--- src/rtl/mmd_pkg.sv ---
`timescale 1ns / 1ps
`default_nettype none
// ----------------------------------------------------------------------------
// mmd_pkg
// Shared widths, constants and types of the magnetorquer momentum-dump core.
// ----------------------------------------------------------------------------
package mmd_pkg;

  // Field widths.
  localparam int AXES      = 3;
  localparam int SPEED_W   = 32;
  localparam int FIELD_W   = 18;
  localparam int TORQUE_W  = 32;
  localparam int DIPOLE_W  = 18;
  localparam int GAIN_W    = 24;
  localparam int TGT_W     = 31;
  localparam int LIM_W     = 17;
  localparam int CFG_W     = 31;
  localparam int CFG_IDX_W = 2;

  // Dipole divider: quotient bits that can fall below the clamp limit.
  localparam int QBITS     = LIM_W;
  localparam int BSQ_W     = 36;
  localparam int DEN_SHIFT = 11;
  localparam int RND_SHIFT = 10;
  localparam int DEN_W     = BSQ_W + DEN_SHIFT;
  localparam int REM_W     = DEN_W + QBITS;
  localparam int NUM_W     = 80;
  localparam int DIV_LAT   = QBITS + 1;

  // Torque scaling by 2048 / 1953125 through a reciprocal.
  localparam int Y_W         = 48;
  localparam int Y_HALF      = 24;
  localparam int QT_W        = 27;
  localparam int RECIP_SHIFT = 48;
  localparam int SCALE_LAT   = 4;

  localparam logic [20:0] CONV_NUM   = 21'd1953125;
  localparam logic [27:0] RECIP      = 28'd144115188;
  localparam logic [19:0] ROUND_HALF = 20'd976562;

  // Register reset values.
  localparam logic [GAIN_W-1:0] GAIN_RST = 24'd494780;
  localparam logic [TGT_W-1:0]  TGT_RST  = 31'd6862979;
  localparam logic [LIM_W-1:0]  LIM_RST  = 17'd112692;

  typedef enum logic [CFG_IDX_W-1:0] {
    CFG_DUMP_GAIN    = 2'd0,
    CFG_TARGET_SPEED = 2'd1,
    CFG_DIPOLE_LIMIT = 2'd2
  } cfg_idx_t;

  // Divider lane result: overflow past the clamp range and the quotient.
  typedef struct packed {
    logic             ovf;
    logic [QBITS-1:0] q;
  } div_res_t;

  // Side data that rides along with the divider lanes.
  typedef struct packed {
    logic [AXES-1:0][FIELD_W-1:0] b;
    logic [AXES-1:0]              cneg;
    logic                         gated;
    logic                         fz;
  } div_side_t;

  // Side data that rides along with the torque stages.
  typedef struct packed {
    logic [AXES-1:0][DIPOLE_W-1:0] m;
    logic                          gated;
    logic                          fz;
  } out_side_t;

endpackage
`default_nettype wire

--- src/rtl/mmd_torque_scale.sv ---
`timescale 1ns / 1ps
`default_nettype none
// ----------------------------------------------------------------------------
// mmd_torque_scale
// Divides by 1953125 through a 48-bit reciprocal product and one
// correction step, over four stages.
// ----------------------------------------------------------------------------
module mmd_torque_scale (
  input  logic                     clk,
  input  logic [mmd_pkg::Y_W-1:0]  y,
  output logic [mmd_pkg::QT_W-1:0] q
);
  import mmd_pkg::*;

  logic [51:0]     pl_r, ph_r;
  logic [Y_W-1:0]  y1_r, y2_r, y3_r;
  logic [75:0]     sum;
  logic [QT_W-1:0] q0_r, q03_r;
  logic [Y_W-1:0]  prod_r;
  logic [Y_W-1:0]  rem;
  logic [QT_W-1:0] q_r;

  // Partial products of the reciprocal multiply.
  always_ff @(posedge clk) begin
    pl_r <= y[Y_HALF-1:0] * RECIP;
    ph_r <= y[Y_W-1:Y_HALF] * RECIP;
    y1_r <= y;
  end

  // Estimate, low by at most one.
  assign sum = {ph_r, {Y_HALF{1'b0}}} + 76'(pl_r);

  always_ff @(posedge clk) begin
    q0_r <= sum[RECIP_SHIFT +: QT_W];
    y2_r <= y1_r;
  end

  // Back-multiply the estimate.
  always_ff @(posedge clk) begin
    prod_r <= q0_r * CONV_NUM;
    q03_r  <= q0_r;
    y3_r   <= y2_r;
  end

  // Correct the estimate by one where the remainder allows.
  assign rem = y3_r - prod_r;

  always_ff @(posedge clk) begin
    q_r <= (rem >= Y_W'(CONV_NUM)) ? (q03_r + 1'b1) : q03_r;
  end

  assign q = q_r;

endmodule
`default_nettype wire

--- config.mk ---
export PLATFORM = sky130hd
export DESIGN_NAME = mmd_torque_scale
export DESIGN_NICKNAME = d
export VERILOG_FILES = /design/src/rtl/mmd_pkg.sv /design/src/rtl/mmd_torque_scale.sv
export SDC_FILE = /design/constraint.sdc
export NUM_CORES = 2
export LEC_CHECK = 0
export ABC_AREA = 1
export BUFFER_PORTS_ARGS = -buffer_cell sky130_fd_sc_hd__buf_4
export CAP_MARGIN = 0
export CELL_PAD_IN_SITES_DETAIL_PLACEMENT = 1
export CELL_PAD_IN_SITES_GLOBAL_PLACEMENT = 2
export CORE_MARGIN = 4
export CORE_UTILIZATION = 37
export DETAILED_ROUTE_END_ITERATION = 12
export PLACE_DENSITY_LB_ADDON = 0.15
export SYNTH_ARGS = -nofsm -noshare
export SYNTH_HDL_FRONTEND = slang
export SYNTH_SLANG_ARGS = --single-unit
--- constraint.sdc ---
create_clock -name clk -period 5.7 [get_ports clk]
set_input_delay 0.57 -clock clk [delete_from_list [all_inputs] [get_ports clk]]
set_output_delay 0.57 -clock clk [all_outputs]
set_load 0.01 [all_outputs]
After elaboration in Yosys (flattened, before gate mapping)
Index checks and enable logic that the tools add are counted.
{"block": "totals", "reg_bits": 372, "input_bits": 49, "output_inout_bits": 27, "elab_cells": 17}
{"block": "classes", "add_sub_neg": 3, "mul": 3, "n_lt_le_gt_ge": 1, "mux": 1}
{"cell": "75-bit by 52-bit adder with 75-bit output", "count": 1}
{"cell": "24-bit by 26-bit multiplier with 50-bit output (second input constant)", "count": 1}
{"cell": "24-bit by 26-bit multiplier with 49-bit output (second input constant)", "count": 1}
{"cell": "48-bit by 21-bit greater-or-equal comparator with 1-bit output (second input constant)", "count": 1}
{"cell": "27-bit by 21-bit multiplier with 48-bit output (second input constant)", "count": 1}
{"cell": "48-bit subtractor", "count": 1}
{"cell": "27-bit by 1-bit adder with 27-bit output (second input constant)", "count": 1}
{"cell": "27-bit 2-to-1 mux", "count": 1}

Logic depth before layout (Yosys ltp)
{"block": "depth", "ltp_word": 3, "mapped_depth": 27, "ltp_nobuf": 27}

Worst setup path after synthesis
Ideal clock, no wire load.
{"block": "synth_timing", "path_type": "input to register", "start": "input port y[45] in the netlist's numbering", "end": "register ph_r[39]", "setup_time_ns": 0.072, "arrival_time_ns": 5.715, "required_ns": 5.628, "slack_ns": -0.087, "stages": 24, "path_buffers": 0, "cell_sequence": "fa_1 inv_1 fa_1 inv_1 fa_1 inv_1 fa_1 fa_1 inv_1 fa_1 inv_1 fa_1 inv_1 ha_1 nand2_1 nor2_1 inv_1 nor2_1 nand3_1 o21a_1 o21ai_0 nand2_1 nand2_1 xor2_1"}
{"block": "synth_between", "elab_chain_cells": 1}
{"element": "start, declared", "line_no": "mmd_torque_scale.sv:10", "rtl": "input logic [mmd_pkg::Y_W-1:0] y,"}
{"element": "24-bit by 26-bit multiplier with 49-bit output", "line_no": "mmd_torque_scale.sv:26", "rtl": "ph_r <= y[Y_W-1:Y_HALF] * RECIP;"}
{"element": "end signal, assigned", "line_no": "mmd_torque_scale.sv:26"}
{"element": "end, declared", "line_no": "mmd_torque_scale.sv:15", "rtl": "logic [51:0] pl_r, ph_r;"}
Every way passes these cells.

Worst setup path after layout
{"block": "layout_timing", "start": "register q0_r[3]", "end": "register prod_r[42]"}
{"block": "layout_between", "elab_chain_cells": 1}
{"element": "start, declared", "line_no": "mmd_torque_scale.sv:18", "rtl": "logic [QT_W-1:0] q0_r, q03_r;"}
{"element": "start signal, assigned", "line_no": "mmd_torque_scale.sv:34", "rtl": "q0_r <= sum[RECIP_SHIFT +: QT_W];"}
{"element": "27-bit by 21-bit multiplier with 48-bit output", "line_no": "mmd_torque_scale.sv:40", "rtl": "prod_r <= q0_r * CONV_NUM;"}
{"element": "end signal, assigned", "line_no": "mmd_torque_scale.sv:40"}
{"element": "end, declared", "line_no": "mmd_torque_scale.sv:19", "rtl": "logic [Y_W-1:0] prod_r;"}
Every way passes these cells.

==> results.yml <==
yosys:
  synthMuxAreaShare_pct: 0
  synth_area_um2: 45500
  synth_flop_cell: "dfxtp_1"
  synth_edf_count: 0
  synthXorXnorAreaFrac_pct: 3.41
  synth_nets: 6829
  syn_inst: 5333
  synth_compound_area_share_pct: 6.19
  yosys_warnings: 0
  seq_area_frac_synth_pct: 15.1
  postSynthAreaPerCell_um2: 8.54
  synthTopCellsByArea: "fa_1 28%, ha_1 22%, dfxtp_1 15%, inv_1 12%, nand2_1 6.6%"
  synth_seq_cells: 344
  synth_area_leader_cell: "fa_1"
  synth_adder_area_share_pct: 50.4
  synthSimpleGateAreaFrac_pct: 12.4
  synthArstFlopShare_pct: 0
  synth_top_family_by_area: "adder cells"
  synth.distinct_cells: 43
  synth_top_area_share_pct: 28.5
setup_path:
  worstSetupPathType: "flop to flop"
  endpoint_kind: "flop"
  crit_chain: "inv_6 -> fa_1 -> fa_1 -> fa_1 -> fa_1 -> fa_1 -> inv_2 -> fa_1 -> inv_2 -> fa_1 -> inv_2 -> ha_4 -> nand2_4 -> nor2_1 -> inv_1 -> o21ai_0 -> inv_1 -> o211a_4 -> o21bai_4 -> a31oi_2 -> xnor2_1"
  worstPathRequired_ns: 6.21
  cp_common_cell: "fa_1"
  worst_setup_path_start_kind: "flop"
  slowest_delay_ns: 0.58
  path_max_fanout: 3
  crit_slowest_cell: "fa_1"
  crit_arrival_ns: 6.45
  regToRegSetupSlack_ns: -0.23
sta:
  grt_setup_unrepaired: "yes"
  setup_viol: 19
  maxSlewViolCount: 0
  finalCritPeriodShare_pct: 104
  skew_ns: 0.0467
  hold_viol_final: 0
  tightest_slew_ns: 1.04
  fin_ws_ns: -0.232
  max_slew_margin_pct: 30.5
  fin_crit_ns: 5.93
  setup_tns_ns: -1.92
  max_freq_mhz: 169
die:
  die_y_um: 359
  fp.dieArea_um2: 129000
  start_util_pct: 37.3
  io_pins: 76
  die_w_um: 359
  coreArea_um2: 122000
  num_rows: 128
final_layout:
  fillers: 14460
  layout_commonest_cell: "inv_1"
  area_growth_syn_to_layout_pct: 24.6
  fin_nets: 7660
  layout_common_cells: "1444 x inv_1, 780 x nand2_1, 765 x buf_4"
  drive_gt1_share_pct: 18.9
  final_area_um2: 56700
detailed_routing:
  routed_wirelength_mm: 152
  avgRoutedWirePerCell_um: 19.4
  ant_nets: 0
  drt_iter0_markers: 1251
  drtPass1Iterations: 5
  post-route-drc-count: 0
  viasPerCell: 4.69
  vias: 36709
clocking:
  cts_buffer_depth: 3
  clkTransAtPathRegs_ns: 0.07
  htree_num_levels: 2
  tritoncts: "done"
  clock-root-buffer: "clkbuf_16"
  cts_num_sinks: 344
  cts_inserted_buffers: 44
  insertion_delay_ns: 0.64
grt:
  met1_usage_pct: 30.9
  grt_use_met3_pct: 2.56
  gr-max-usage-layer: "met2"
  antenna_found_initial: 14
  grt_usage_pct: 24.0
  overflow: 0
  grt_pass1_vias: 41131
  met2_usage_pct: 42.7
  grt_max_degree: 28
  grt_pass1_wl_mm: 236
run:
  maxCapViolCount: 0
place:
  dpl.hpwl_mm: 136
  placed_cell_area_um2: 53300
  place_congestion: 0.897
  portBuffers: 75
min_path:
  hold_path_class: "input pin to flop"
outcome:
  outcome: "finished with violations"
  violations: "negative setup slack"
## cell type report
cell class              count  area (um^2)  share of cell area (%)
multi-input cells        3494        34500                    60.8
flip-flops and latches    344         6920                    12.2
repair buffers            791         6110                    10.8
inverters                1489         5590                    9.86
well taps                1625         2030                    3.58
clock buffers              50         1180                    2.09
clock inverters            31          407                   0.717
diodes                      3         7.51                  0.0132
## final timing paths
check,to,from,cells after the start
worst max-delay path,prod_r[42],q0_r[3],21
worst min-delay path,y1_r[46],y[46],2
worst max register to register,prod_r[42],q0_r[3],21
worst min register to register,y2_r[43],y1_r[43],0
## stage by stage
step	instances	hold slack (ns)	setup slack, ns	util, %
after global placement	7715	0.310	-0.684	43.7
after floorplan	5333	0.310	0.00289	-
final	7827	0.253	-0.232	46.5
after global routing	7824	0.225	-0.419	46.5
after detailed placement	7715	0.313	-0.737	43.7
after CTS	7806	0.184	-0.171	45.5
## state kept, by name, indices dropped and copies added, names as in the netlist
signal	count
ph_r	47
pl_r	26
prod_r	48
q	27
q03_r	25
q0_r	27
y1_r	48
y2_r	48
y3_r	48
## cells in the mapped netlist, types with 3 or more instances
cell type / number
nor4_1: 15
inv_2: 3
a21o_1: 14
inv_1: 1485
o21a_1: 22
xnor2_1: 67
nand3b_1: 10
o21bai_1: 15
nand3_1: 138
nor2_1: 314
xor2_1: 110
o211ai_1: 11
nor3_1: 30
and3_1: 7
nand2_1: 798
dfxtp_1: 344
a21oi_1: 233
nand4_1: 45
nand2_2: 5
nor2_4: 3
ha_1: 800
nor2_2: 7
a31oi_1: 57
o221ai_1: 3
o2111ai_1: 4
fa_1: 647
o21ai_0: 114
a21boi_0: 7
a221oi_1: 3
buf_6: 6
## per-layer routing
layer	routed length, um	vias to the layer above
li1	-	18010
met1	67100	18111
met2	75600	417
met3	4830	171
met4	4490	0
met5	0	-
## critical path, delay by kind of cell (launching register included)
family,cells,cell delay [ns]
adders and majority gates,8,3.96
AOI/OAI and AO/OA,4,0.71
buffers and inverters,6,0.39
DFF,1,0.38
and+or+nand+nor,2,0.21
xor gates and xnor gates,1,0.14
## repair_timing
action | CTS | global route
setup buffers | 11 | 23
pin swaps | 63 | 117
hold buffers | 0 | 0
resized for setup | 158 | 232
setup endpoints to repair | 30 | 74
## kinds of logic after synthesis
logic type / after synthesis
AOI/OAI and AO/OA: 495
xor gates and xnor gates: 177
adders and majority gates: 1447
buffers and inverters: 1495
DFF: 344
and+or+nand+nor: 1375
Power is not shown: default switching activity piles up to over one toggle a cycle in this logic, so the estimate is an artifact.
