==> src/rtl/mmd_pkg.sv <==
`timescale 1ns / 1ps
`default_nettype none
// ----------------------------------------------------------------------------
// mmd_pkg
// Shared widths, constants and types of the magnetorquer momentum-dump core.
// ----------------------------------------------------------------------------
package mmd_pkg;

  // Field widths.
  localparam int AXES      = 3;
  localparam int SPEED_W   = 32;
  localparam int FIELD_W   = 18;
  localparam int TORQUE_W  = 32;
  localparam int DIPOLE_W  = 18;
  localparam int GAIN_W    = 24;
  localparam int TGT_W     = 31;
  localparam int LIM_W     = 17;
  localparam int CFG_W     = 31;
  localparam int CFG_IDX_W = 2;

  // Dipole divider: quotient bits that can fall below the clamp limit.
  localparam int QBITS     = LIM_W;
  localparam int BSQ_W     = 36;
  localparam int DEN_SHIFT = 11;
  localparam int RND_SHIFT = 10;
  localparam int DEN_W     = BSQ_W + DEN_SHIFT;
  localparam int REM_W     = DEN_W + QBITS;
  localparam int NUM_W     = 80;
  localparam int DIV_LAT   = QBITS + 1;

  // Torque scaling by 2048 / 1953125 through a reciprocal.
  localparam int Y_W         = 48;
  localparam int Y_HALF      = 24;
  localparam int QT_W        = 27;
  localparam int RECIP_SHIFT = 48;
  localparam int SCALE_LAT   = 4;

  localparam logic [20:0] CONV_NUM   = 21'd1953125;
  localparam logic [27:0] RECIP      = 28'd144115188;
  localparam logic [19:0] ROUND_HALF = 20'd976562;

  // Register reset values.
  localparam logic [GAIN_W-1:0] GAIN_RST = 24'd494780;
  localparam logic [TGT_W-1:0]  TGT_RST  = 31'd6862979;
  localparam logic [LIM_W-1:0]  LIM_RST  = 17'd112692;

  typedef enum logic [CFG_IDX_W-1:0] {
    CFG_DUMP_GAIN    = 2'd0,
    CFG_TARGET_SPEED = 2'd1,
    CFG_DIPOLE_LIMIT = 2'd2
  } cfg_idx_t;

  // Divider lane result: overflow past the clamp range and the quotient.
  typedef struct packed {
    logic             ovf;
    logic [QBITS-1:0] q;
  } div_res_t;

  // Side data that rides along with the divider lanes.
  typedef struct packed {
    logic [AXES-1:0][FIELD_W-1:0] b;
    logic [AXES-1:0]              cneg;
    logic                         gated;
    logic                         fz;
  } div_side_t;

  // Side data that rides along with the torque stages.
  typedef struct packed {
    logic [AXES-1:0][DIPOLE_W-1:0] m;
    logic                          gated;
    logic                          fz;
  } out_side_t;

endpackage
`default_nettype wire

==> src/rtl/mmd_dipole_div.sv <==
`timescale 1ns / 1ps
`default_nettype none
// ----------------------------------------------------------------------------
// mmd_dipole_div
// Pipelined restoring divider, one quotient bit per stage, with an overflow
// check for quotients that reach past the dipole clamp range.
// ----------------------------------------------------------------------------
module mmd_dipole_div (
  input  logic                       clk,
  input  logic [mmd_pkg::NUM_W-1:0]  num,
  input  logic [mmd_pkg::DEN_W-1:0]  den,
  output mmd_pkg::div_res_t          res
);
  import mmd_pkg::*;

  logic [REM_W-1:0] rem_r [QBITS+1];
  logic [DEN_W-1:0] den_r [QBITS+1];
  logic [QBITS-1:0] q_r   [QBITS+1];
  logic             ovf_r [QBITS+1];
  logic             ovf_nxt;

  // First stage: a quotient of 2^QBITS or more saturates at the clamp.
  assign ovf_nxt = (num >= NUM_W'({den, {QBITS{1'b0}}}));

  always_ff @(posedge clk) begin
    rem_r[0] <= num[REM_W-1:0];
    den_r[0] <= den;
    q_r[0]   <= '0;
    ovf_r[0] <= ovf_nxt;
  end

  // One compare and subtract per stage, most significant bit first.
  for (genvar s = 1; s <= QBITS; s++) begin : g_stage
    localparam int K = QBITS - s;
    logic [REM_W-1:0] trial;
    logic             take;

    assign trial = REM_W'(den_r[s-1]) << K;
    assign take  = (rem_r[s-1] >= trial);

    always_ff @(posedge clk) begin
      rem_r[s] <= take ? (rem_r[s-1] - trial) : rem_r[s-1];
      den_r[s] <= den_r[s-1];
      q_r[s]   <= q_r[s-1] | (QBITS'(take) << K);
      ovf_r[s] <= ovf_r[s-1];
    end
  end

  assign res.ovf = ovf_r[QBITS];
  assign res.q   = q_r[QBITS];

endmodule
`default_nettype wire

==> config.mk <==
export PLATFORM = sky130hd
export DESIGN_NAME = mmd_dipole_div
export DESIGN_NICKNAME = d
export VERILOG_FILES = /design/src/rtl/mmd_pkg.sv /design/src/rtl/mmd_dipole_div.sv
export SDC_FILE = /design/constraint.sdc
export NUM_CORES = 2
export LEC_CHECK = 0
export BUFFER_PORTS_ARGS = -buffer_cell sky130_fd_sc_hd__clkbuf_2
export CAP_MARGIN = 40
export CORE_MARGIN = 2
export CORE_UTILIZATION = 55
export CTS_CLUSTER_DIAMETER = 60
export DETAILED_ROUTE_END_ITERATION = 12
export PLACE_DENSITY_LB_ADDON = 0.25
export RECOVER_POWER = 100
export SYNTH_ARGS = -nofsm -noshare
export SYNTH_HDL_FRONTEND = slang
export SYNTH_SLANG_ARGS = --single-unit
==> constraint.sdc <==
create_clock -name clk -period 4.1 [get_ports clk]
set_clock_uncertainty 0.05 [all_clocks]
set_input_delay 0.205 -clock clk [delete_from_list [all_inputs] [get_ports clk]]
set_output_delay 0.205 -clock clk [all_outputs]
set_load 0.005 [all_outputs]
# Word level (Yosys, flattened, before mapping)
# Memory sizes are Yosys's and may differ from the RTL's.
# Index checks and enable logic that the tools add are counted.
# word_totals
register_bits	0
ramBits	2322
in_bits	128
output_inout_bits	18
wordCells	73
memories	4
# memory_table
name	words	width	read_ports	rd_clocked_by_memory_dff	wr	line	rtl
rem_r	18	64	17	0	18	mmd_dipole_div.sv:16	logic [REM_W-1:0] rem_r [QBITS+1];
den_r	18	47	17	0	18	mmd_dipole_div.sv:17	logic [DEN_W-1:0] den_r [QBITS+1];
q_r	18	17	18	0	18	mmd_dipole_div.sv:18	logic [QBITS-1:0] q_r [QBITS+1];
ovf_r	18	1	18	0	18	mmd_dipole_div.sv:19	logic ovf_r [QBITS+1];
# classes
n_addsub	17
order_cmp	18
mux	17
n_bitwise	17
# ops
op	count
two-way mux 64 bit	17
>= comparator 80 x 64 -> 1 bit	1
>= comparator 64 x 47 -> 1 bit	1
>= comparator 64 x 48 -> 1 bit	1
>= comparator 64 x 49 -> 1 bit	1
>= comparator 64 x 50 -> 1 bit	1
>= comparator 64 x 51 -> 1 bit	1
>= comparator 64 x 52 -> 1 bit	1
>= comparator 64 x 53 -> 1 bit	1
>= comparator 64 x 54 -> 1 bit	1
>= comparator 64 x 55 -> 1 bit	1
>= comparator 64 x 56 -> 1 bit	1
>= comparator 64 x 57 -> 1 bit	1
>= comparator 64 x 58 -> 1 bit	1
>= comparator 64 x 59 -> 1 bit	1
>= comparator 64 x 60 -> 1 bit	1
>= comparator 64 x 61 -> 1 bit	1
>= comparator 64 x 62 -> 1 bit	1
>= comparator 64 x 63 -> 1 bit	1
subtractor 64 x 47 -> 64 bit	1
subtractor 64 x 48 -> 64 bit	1
subtractor 64 x 49 -> 64 bit	1
subtractor 64 x 50 -> 64 bit	1
subtractor 64 x 51 -> 64 bit	1
29 further kinds	29

# Depth between registers and ports, before layout
# An unclocked memory read counts as a cell.
# depth
word_depth	3
mapped_depth	17
depth_no_buf	15

# Worst setup path before layout
# Ideal clock, no wire load.
# synth_timing
kind	register -> register
start	memory rem_r[6][10] (netlist bit)
end	memory rem_r[7][11] (netlist bit)
setup_time_ns	0.123
t_arrival_ns	3.340
t_required_ns	3.927
setup_slack_ns	0.586
stages_incl_launch_ff	16
n_path_buf	2
period_less_slack_ns	3.514
cell_sequence	dfxtp_1 > inv_1 > ha_1 > inv_1 > fa_1 > a21o_1 > a221o_1 > a221oi_2 > o211ai_2 > and2_1 > o311a_1 > a211oi_2 > o21a_2 > buf_6 > buf_6 > mux2_1
# synth_rtl
item	line
start: declaration	mmd_dipole_div.sv:16

==> flow_summary.yaml <==
timing:
  fmax_mhz: 246
  rsz0062_at_grt: "false"
  min_period_over_period_pct: 99.1
  layout_min_cycle_time_ns: 4.06
  slew_headroom_pct: 40.1
  report.final.setup_viol: 0
  finalHoldViolCount: 0
  slew_violations: 0
  finalSetupTns_ns: 0
  tightest_slew_ns: 0.893
critical_path:
  critPathCaptureType: "register"
  worst-endpoint-arrival_ns: 4.76
  crit_type: "reg2reg"
  critPathMaxFanout: 71
  cp-start-kind: "register"
  required_ns: 4.80
synthesis:
  yosys_warnings: 0
  postSynthNetCount: 12500
  synthCells: 11500
  ys_types: 109
  synth_seq_area_share_pct: 41.0
  synth.cell_area_um2: 100000
  synth_edf_count: 0
  synth.ff_latch_count: 2058
  synth_ff_type: "dfxtp_1"
  avgSynthCellArea_um2: 8.72
  async_flop_share_pct: 0
floorplanning:
  die_x_um: 431
  initial_core_util_pct: 55.5
  dieArea_um2: 186000
  io_pins: 146
  row_count: 156
  die_h_um: 431
  core_um2: 181000
final_layout:
  final_core_util_pct: 63.5
  drive_above_1_share_pct: 7.70
  final_nets: 13100
  areaGrowthSynthToFinish_pct: 14.5
run:
  maxCapViolCount: 0
status:
  status: "complete, no violations"
global_routing:
  antenna_found_initial: 1
  overflow: 0
  grt_pass1_wl_mm: 421
  grt_start_max_net_pins: 72
  grt_pass1_vias: 84000
  gr-usage-all-layers_pct: 27.8
routing:
  vias_per_cell: 5.64
  drc: 0
  totalWireLength_mm: 265
  drtAntennaViolNets: 0
  vias: 82500
  dr.pass1.iters: 8
  wl_per_cell_um: 18.1
  drtIter0Drc: 5212
power:
  power_switching_mw: 38.2
  p_per_area_nw_per_um2: 836
  peakVddDrop_mv: 0.429
  p_leak_nw: 52.7
  p_total_mw: 96.2
  comb_power_share_pct: 48.2
  seqPwrFrac_pct: 30.4
  clkPwrFrac_pct: 21.4
  power_switching_share_pct: 39.7
  intPower_mw: 58.0
clock_network:
  numCtsBuffers: 216
  clock_sinks: 2058
  clk_latency_ns: 0.89
  htreeDepth: 4
  cts_tree: "yes"
  cts_root_buf: "clkbuf_16"
  clk_path_buf_depth: 3
  clk_pin_slew_ns: 0.06
placement:
  routabilityCongestion: 1.01
  dp_hpwl_mm: 205
  io_buffers: 145
hold_path:
  hold_path.class: "in2reg"
[power groups by stage]
stage / clock (mW) / sequential (mW) / combinational [mW]
3_3_place_gp: 0 / 29.5 / 44.6
3_5_place_dp: 0 / 29.5 / 45.4
4_1_cts: 21.0 / 29.1 / 45.8
6_report: 20.6 / 29.2 / 46.4
2_1_floorplan: 0 / 28.2 / 34.2
5_1_grt: 21.9 / 29.7 / 51.2
[what timing repair did]
item / CTS / global route
gates cloned: 0 / 1
pin swaps: 0 / 3
buffers inserted: 0 / 6
setup endpoints to repair: 16 / 86
endpoints found under the hold margin: 112 / 0
gates resized for setup: 1 / 21
hold buffers: 225 / 0
[through the flow]
| stage | area, µm² | hold slack [ns] | cells | setup WS [ns] |
|---|---|---|---|---|
| global route | 115000 | 0.0911 | 14600 | 0.00293 |
| global placement | 105000 | 0.260 | 14000 | -0.00500 |
| detailed placement | 105000 | 0.262 | 14000 | -0.0447 |
| CTS | 116000 | 0.00432 | 14600 | 0.0405 |
| floorplan | 100000 | 0.183 | 11500 | 0.586 |
| finish | 115000 | 0.104 | 14600 | 0.0350 |
[placed cells by master (no fill, tap or decap), types with 30 or more instances in the layout]
cell type	n
or2_2	37
clkbuf_2	73
clkinv_2	37
a21boi_0	30
clkbuf_16	217
a211oi_1	69
inv_1	1066
clkbuf_1	212
a21o_1	548
o21bai_1	132
dlygate4sd3_1	225
o21a_1	93
o211ai_1	47
nand4_1	208
dfxtp_1	2058
ha_1	846
buf_4	213
a31oi_1	103
nand3_1	187
nand2b_1	127
and3_1	78
or3_1	36
nor2_1	748
nor3_1	156
nor2b_1	104
o21ai_0	793
clkbuf_8	53
nand2_1	924
and2_1	44
mux2_2	92
xnor2_1	438
a21oi_1	1102
xor2_1	364
nor4_1	78
and4_1	32
o31ai_1	58
[sequential cells by signal (all words and copies together), names as in the netlist]
name	count
den_r	799
ovf_r	18
rem_r	1088
q_r	153
[worst max-delay path, cell delays in order (launching register included)]
cell      delay [ns]
dfxtp_1         0.37
inv_1           0.08
ha_1            0.38
nand3_1         0.17
or3_1           0.48
a211oi_2        0.31
o21ai_1         0.13
and2_0          0.28
o31a_1          0.20
o41ai_2         0.35
a21oi_1         0.18
o21ai_4         0.19
buf_12          0.33
mux2_2          0.38
[cells by family after synthesis]
family                     Yosys count  share of synthesized area, %
and+or+nand+nor                   2872                          13.6
xor gates and xnor gates           802                          6.99
muxes                              101                          1.13
AOI/OAI and AO/OA                 3350                          20.8
buffers and inverters             1480                          5.63
DFF                               2058                          41.0
adders and majority gates          862                          10.9
[area by class of cell]
type | instances | area (µm²)
Antenna cell | 3 | 7.51
Clock buffer | 300 | 6270
Clock inverter | 107 | 1490
Fill cell | 15100 | 66100
Inverter | 1069 | 4010
Multi-Input combinational cell | 7988 | 53800
Sequential cell | 2058 | 41200
Tap cell | 2370 | 2970
Timing Repair Buffer | 727 | 5330
[cells in the mapped netlist (156+ instances only)]
library cell | count | area, µm²
a21oi_1 | 1103 | 5520
nor3_1 | 156 | 781
o21ai_0 | 786 | 3930
nor2_1 | 750 | 2820
xnor2_1 | 438 | 3840
nand3_1 | 188 | 941
nand2_1 | 920 | 3450
clkbuf_1 | 331 | 1240
nand4_1 | 208 | 1300
xor2_1 | 364 | 3190
dfxtp_1 | 2058 | 41200
a21o_1 | 548 | 4110
inv_1 | 1067 | 4010
ha_1 | 846 | 10600
[final timing paths]
path / start / to / slack (ns) / depth (start not counted)
hold reg to reg: q_r[13][16] / q_r[14][16] / 0.27 / 0
setup / recovery: den_r[0][10] / rem_r[1][19] / 0.04 / 13
setup reg to reg: den_r[0][10] / rem_r[1][19] / 0.04 / 13
hold / removal: num[73] / ovf_r[0] / 0.10 / 7
[layer usage]
layer	routed length (µm)	track usage [%]	vias up	share of wire, %
met2	137000	53.6	2499	52
met1	98000	27.5	37800	37
met5	0	0	-	0
li1	-	-	41200	-
met4	20000	19.6	0	7.6
met3	9600	3.13	965	3.6
No activity file was read; power rests on OpenSTA's default activity.
